==> config.mk <==
export PLATFORM = sky130hd
export DESIGN_NAME = idm_div_pipe
export DESIGN_NICKNAME = d
export VERILOG_FILES = /design/src/hdl/idm_div_pipe.sv
export SDC_FILE = /design/constraint.sdc
export NUM_CORES = 2
export LEC_CHECK = 0
export BUFFER_PORTS_ARGS = -buffer_cell sky130_fd_sc_hd__buf_4
export CAP_MARGIN = 20
export CORE_ASPECT_RATIO = 0.75
export CORE_MARGIN = 2
export CORE_UTILIZATION = 57
export DETAILED_ROUTE_END_ITERATION = 7
export PLACE_DENSITY = 0.79
export SYNTH_ARGS = -nofsm -noshare
export SYNTH_HDL_FRONTEND = slang
export SYNTH_SLANG_ARGS = --single-unit
==> constraint.sdc <==
create_clock -name clk -period 3.21 [get_ports clk]
set_clock_uncertainty 0.15 [all_clocks]
set_input_delay 0.321 -clock clk [delete_from_list [all_inputs] [get_ports clk]]
set_output_delay 0.321 -clock clk [all_outputs]
set_load 0.03 [all_outputs]
==> src/hdl/idm_div_pipe.sv <==
// idm_div_pipe: pipelined restoring divider, one quotient bit per stage
// standalone; the caller supplies a start remainder below the divisor
module idm_div_pipe #(
    parameter int NUM_W = 40,
    parameter int DEN_W = 17,
    parameter int SB_W  = 1
) (
    input  logic             clk,
    input  logic             rst_n,
    input  logic             en,
    input  logic             in_vld,
    input  logic [NUM_W-1:0] in_num,
    input  logic [DEN_W-1:0] in_rem,
    input  logic [DEN_W-1:0] in_den,
    input  logic [SB_W-1:0]  in_sb,
    output logic             out_vld,
    output logic [NUM_W-1:0] out_quo,
    output logic [SB_W-1:0]  out_sb
);

    logic             vld_reg [NUM_W];
    logic [DEN_W-1:0] rem_reg [NUM_W];
    logic [NUM_W-1:0] num_reg [NUM_W];
    logic [DEN_W-1:0] den_reg [NUM_W];
    logic [SB_W-1:0]  sb_reg  [NUM_W];

    genvar k;
    generate
        for (k = 0; k < NUM_W; k++)
        begin : g_stage
            logic             vld_src;
            logic [DEN_W-1:0] rem_src;
            logic [NUM_W-1:0] num_src;
            logic [DEN_W-1:0] den_src;
            logic [SB_W-1:0]  sb_src;
            logic [DEN_W:0]   trial;
            logic [DEN_W:0]   diff;
            logic             ge;
            logic [NUM_W:0]   shifted;

            if (k == 0)
            begin : g_first
                assign vld_src = in_vld;
                assign rem_src = in_rem;
                assign num_src = in_num;
                assign den_src = in_den;
                assign sb_src  = in_sb;
            end
            else
            begin : g_next
                assign vld_src = vld_reg[k-1];
                assign rem_src = rem_reg[k-1];
                assign num_src = num_reg[k-1];
                assign den_src = den_reg[k-1];
                assign sb_src  = sb_reg[k-1];
            end

            // bring down the next dividend bit, quotient bit shifts in at the bottom
            assign trial   = {rem_src, num_src[NUM_W-1]};
            assign diff    = trial - {1'b0, den_src};
            assign ge      = trial >= {1'b0, den_src};
            assign shifted = {num_src, ge};

            always_ff @(posedge clk or negedge rst_n)
            begin
                if (!rst_n)
                begin
                    vld_reg[k] <= 1'b0;
                end
                else if (en)
                begin
                    vld_reg[k] <= vld_src;
                end
            end

            always_ff @(posedge clk)
            begin
                if (en)
                begin
                    rem_reg[k] <= ge ? diff[DEN_W-1:0] : trial[DEN_W-1:0];
                    num_reg[k] <= shifted[NUM_W-1:0];
                    den_reg[k] <= den_src;
                    sb_reg[k]  <= sb_src;
                end
            end
        end
    endgenerate

    assign out_vld = vld_reg[NUM_W-1];
    assign out_quo = num_reg[NUM_W-1];
    assign out_sb  = sb_reg[NUM_W-1];

endmodule
Yosys cells after proc, flatten, opt, wreduce, memory -nomap -nowiden --
Memory sizes are Yosys's and may differ from the RTL's. Cells that the tools add are included.
Word-level totals: RAM bits 3000, bits in registers 40, memories 4, input port bits 79
Memory list:
- num_reg | depth 40, width 40, read ports 40, clocked after memory_dff 0, wr ports 40, RTL line 23 | logic [NUM_W-1:0] num_reg [NUM_W];
- den_reg | depth 40, width 17, read ports 39, clocked after memory_dff 0, wr ports 40, RTL line 24 | logic [DEN_W-1:0] den_reg [NUM_W];
- rem_reg | depth 40, width 17, read ports 39, clocked after memory_dff 0, wr ports 40, RTL line 22 | logic [DEN_W-1:0] rem_reg [NUM_W];
- sb_reg | depth 40, width 1, read ports 40, clocked after memory_dff 0, wr ports 40, RTL line 25 | logic [SB_W-1:0] sb_reg [NUM_W];
Cells by class: muxes and demuxes 42, $add $sub $neg 40, order comparisons 40
Operators with widths (number):
- $ge A18 B17 Y1 | 40
- $mux W17 | 40
- $sub A17 B17 Y17 | 40
- $mux W1 | 2

Depth between registers and ports, before layout --
depth in word-level cells 2, mapped depth 14, depth with buffers taken out 13

Least setup slack after synthesis --
OpenSTA, ideal clock, no wires.
path type register to register, start point mem num_reg[30][39], in the netlist num_reg[3][279], end point mem rem_reg[31][8], in the netlist rem_reg[3][127] (data pin), data required time 2.800 ns, path buffers 1, cell stages (with the launch flop) 14, arrival time 3.009 ns, library setup time 0.260 ns, slack -0.209 ns, period minus slack after synthesis 3.419 ns, cells stage by stage edfxtp_1 -> inv_1 -> ha_1 -> inv_1 -> fa_1 -> a211oi_2 -> o21bai_1 -> a21oi_2 -> nor2_2 -> nor3_4 -> o31ai_2 -> a2111oi_4 -> buf_6 -> mux2_4
RTL lines (RTL line):
- start: declaration | 23
- end: declaration | 22

==> flow_metrics.py <==
metrics = {
    "power": {
        "ir_worst_vdd_uv": 508.7,
        "p_leak_uw": 0.05887,
        "power_uw": 146700,
        "power.density_nw_per_um2": 960.8,
    },
    "sta": {
        "min_period_over_period": 1.056,
        "period_minus_slack_ns": 3.391,
        "maxSlewViolCount": 0,
        "final_hold_viol_count": 0,
        "finalSetupViolations": 140,
        "worst_slack_ns": -0.1807,
        "rsz0062_at_grt": "yes",
        "fmax_ghz": 0.2949,
        "slew-limit-headroom": 0.5565,
        "tightest_slew_ns": 0.6652,
    },
    "clock_network": {
        "path_clk_slew_ns": 0.07,
        "clk_path_buf_depth": 4,
        "numClockSinks": 3006,
        "clk_latency_ns": 0.86,
        "htreeDepth": 5,
        "cts-buffers-inserted": 295,
        "cts_root_buffer": "clkbuf_16",
        "cts_tree": "yes",
    },
    "placement": {
        "dp_hpwl_um": 163100,
        "dpl_worst_slack_ns": -0.3423,
        "port_buffers": 120,
        "routabilityCongestion": 0.9298,
    },
    "floorplanning": {
        "die_area_um2": 233600,
        "die_x_um": 557.4,
        "core.rowCount": 152,
        "boundaryPins": 121,
        "fp.dieH_um": 419.1,
        "start_util": 0.5728,
        "core_area_um2": 228600,
    },
    "routing": {
        "firstDrtPassIters": 8,
        "ant_nets": 0,
        "vias_per_cell": 5.690,
        "detail_route.wl_per_cell_um": 19.12,
        "first_iter_violations": 7575,
        "dr_total_vias": 75837,
        "drc": 0,
        "wl_um": 254800,
    },
    "synth": {
        "synth_cells": 9095,
        "netlist_area_um2": 130900,
        "synth_adder_area_share": 0.07094,
        "ys_seq_elements": 3006,
        "syn_nets": 9893,
        "synth.area.mux_share": 0.02862,
        "synth-simple-area-share": 0.05351,
        "synth.area.top_cells": "edfxtp_1, ha_1, mux2_2",
        "synth_edf_count": 2966,
        "yosysWarnings": 0,
        "yosysSeqAreaShare": 0.6879,
        "synth_flop_cell": "edfxtp_1",
        "synth_cell_type_count": 91,
        "synth_top_family_by_area": "compound AO/OA/AOI/OAI gates",
        "syn_area_per_cell_um2": 14.40,
        "synth_xor_area_frac": 0.03371,
        "async_flop_share": 0.01331,
        "yosysTopAreaCell": "edfxtp_1",
        "synth_top_area_share": 0.6802,
        "synth_compound_area_frac": 0.09613,
    },
    "setup_path": {
        "path_depth": 13,
        "cpPeakStageDelay_ns": 0.44,
        "critical_path_class": "reg2reg",
        "path_delay_family": "compound AO/OA/AOI/OAI gates",
        "r2r_cells": 13,
        "end_kind": "flop",
        "crit_chain": "inv_2 > ha_4 > inv_2 > fa_2 > a211o_1 > a2111oi_4 > buf_4 > o21ai_4 > a21oi_2 > o21ai_1 > a211oi_2 > buf_6 > mux2_4",
        "cp.required_ns": 3.65,
        "cp-start-kind": "flop",
        "critPathSlowestCell": "edfxtp_1",
        "critPathMostFrequentCell": "inv_2",
        "cp.arrival_ns": 3.83,
        "crit_buf_inv": 4,
        "cp_max_fo": 6,
    },
    "run": {
        "drv_cap": 0,
    },
    "grt": {
        "grt_max_degree": 126,
        "use_met3": 0.02908,
        "grt_use_met1": 0.3133,
        "top_usage_layer": "met2",
        "grt_use_total": 0.2135,
        "grt_overflow": 0,
        "grt_pass1_vias": 75202,
        "grt_pass1_wl_um": 402500,
        "use_met2": 0.3387,
        "antenna_found_initial": 3,
    },
    "hold_path": {
        "worst_hold_path_type": "in2reg",
        "whs_path_depth": 2,
    },
    "final_layout": {
        "num-nets-final": 10816,
        "diodes": 0,
        "drive_gt1_frac": 0.1685,
        "final-seq-area_um2": 90070,
        "area_growth_pct": 16.64,
        "largest_register_ffs": 1600,
        "fillers": 15293,
        "multi_input_area_um2": 38740,
    },
    "run_status": {
        "violations": "setup timing",
        "status": "finished, violations left",
    },
}
power breakdown:
group / internal, uW / total (uW) / switching (uW)
sequential: 53100 / 57200 / 4100
combinational: 26100 / 55200 / 29100
clock: 19600 / 34200 / 14700
cell usage after synthesis (19+ instances only):
master / n
edfxtp_1: 2966
inv_1: 866
ha_1: 680
a21oi_1: 631
o21ai_0: 545
nand2_1: 513
nor2_1: 448
mux2_2: 299
xnor2_1: 294
xor2_1: 210
a21o_1: 204
nand4_1: 97
nor3_1: 95
clkbuf_1: 94
a211oi_1: 89
o21bai_1: 80
nand3_1: 77
o21a_1: 77
nand2b_1: 72
nor2b_1: 65
o31ai_1: 51
a31oi_1: 48
o211ai_1: 43
dfrtp_1: 40
fa_1: 39
or2_2: 31
or3_1: 29
o31a_1: 27
mux2i_1: 26
and3_1: 24
a21boi_0: 22
buf_2: 22
a211o_1: 19
worst register-to-register path: cells and delay by family, from the launching register on:
kind / cells / cell delay (ns)
fa+ha+maj: 2 / 0.47
mux: 1 / 0.31
compound gates: 6 / 1.26
flops: 1 / 0.44
buf+inv: 4 / 0.53
kinds of logic after synthesis:
group	after synthesis
DFF	3006
AOI/OAI and AO/OA	2011
and+or+nand+nor	1523
buffers and inverters	999
adders and majority gates	719
xor gates and xnor gates	504
muxes	333
cells in the final DEF, fill, tap and decap left out, types with 93 or more instances in the layout:
master,instances
buf_4,528
inv_1,841
nor3_1,93
xor2_1,209
o21ai_0,490
mux2_2,231
dlygate4sd3_1,107
nand4_1,97
a21o_1,204
nand2_1,507
ha_1,660
a21oi_1,575
nor2_1,419
xnor2_1,293
edfxtp_1,2966
clkbuf_16,314
stage by stage:
stage                     instance area, um^2  hold slack (ns)  TNS [ns]  std cells  utilization
after floorplan                        131000          -0.1246   -0.9918       9095            -
after global placement                 138900           0.1563    -19.09      12554       0.6076
after detailed placement               138900           0.1725    -32.56      12555       0.6077
after CTS                              150900         0.001970    -5.178      13261       0.6603
after global routing                   152700          0.03082    -27.19      13327       0.6681
final                                  152700          0.06903    -10.52      13327       0.6681
cell type report:
cell class,count,area share
flip-flops and latches,3006,0.5898
repair inverters,1,0.00004916
well taps,3080,0.02523
clock inverters,171,0.01097
multi-input cells,5090,0.2537
inverters,868,0.02137
clock buffers,355,0.05112
repair buffers,756,0.04784
routing by layer:
layer  part of all wire  vias to the layer above
met3              0.056                      423
met1               0.45                    37297
met4              0.021                        0
li1                   -                    35815
met2               0.47                     2302
met5                  0                        -
final timing paths:
check	startpoint	end	slack [ns]
max	num_reg[3][199]	rem_reg[3][86]	-0.18
max in group asynchronous	rst_n	g_stage[15].vld_src	2.34
min	in_num[15]	num_reg[0][16]	0.07
min reg2reg	num_reg[4][227]	num_reg[4][268]	0.23
max reg2reg	num_reg[3][199]	rem_reg[3][86]	-0.18
min in group asynchronous	rst_n	g_stage[31].vld_src	0.37
repair_timing:
item | 4_1_cts | 5_1_grt
resized for setup | 215 | 291
setup endpoints to repair | 419 | 570
hold endpoints to repair | 205 | 0
pin swaps | 70 | 146
hold buffers | 108 | 0
buffers inserted | 63 | 58
gates cloned | 11 | 13
(Power assumes the default switching activity.)
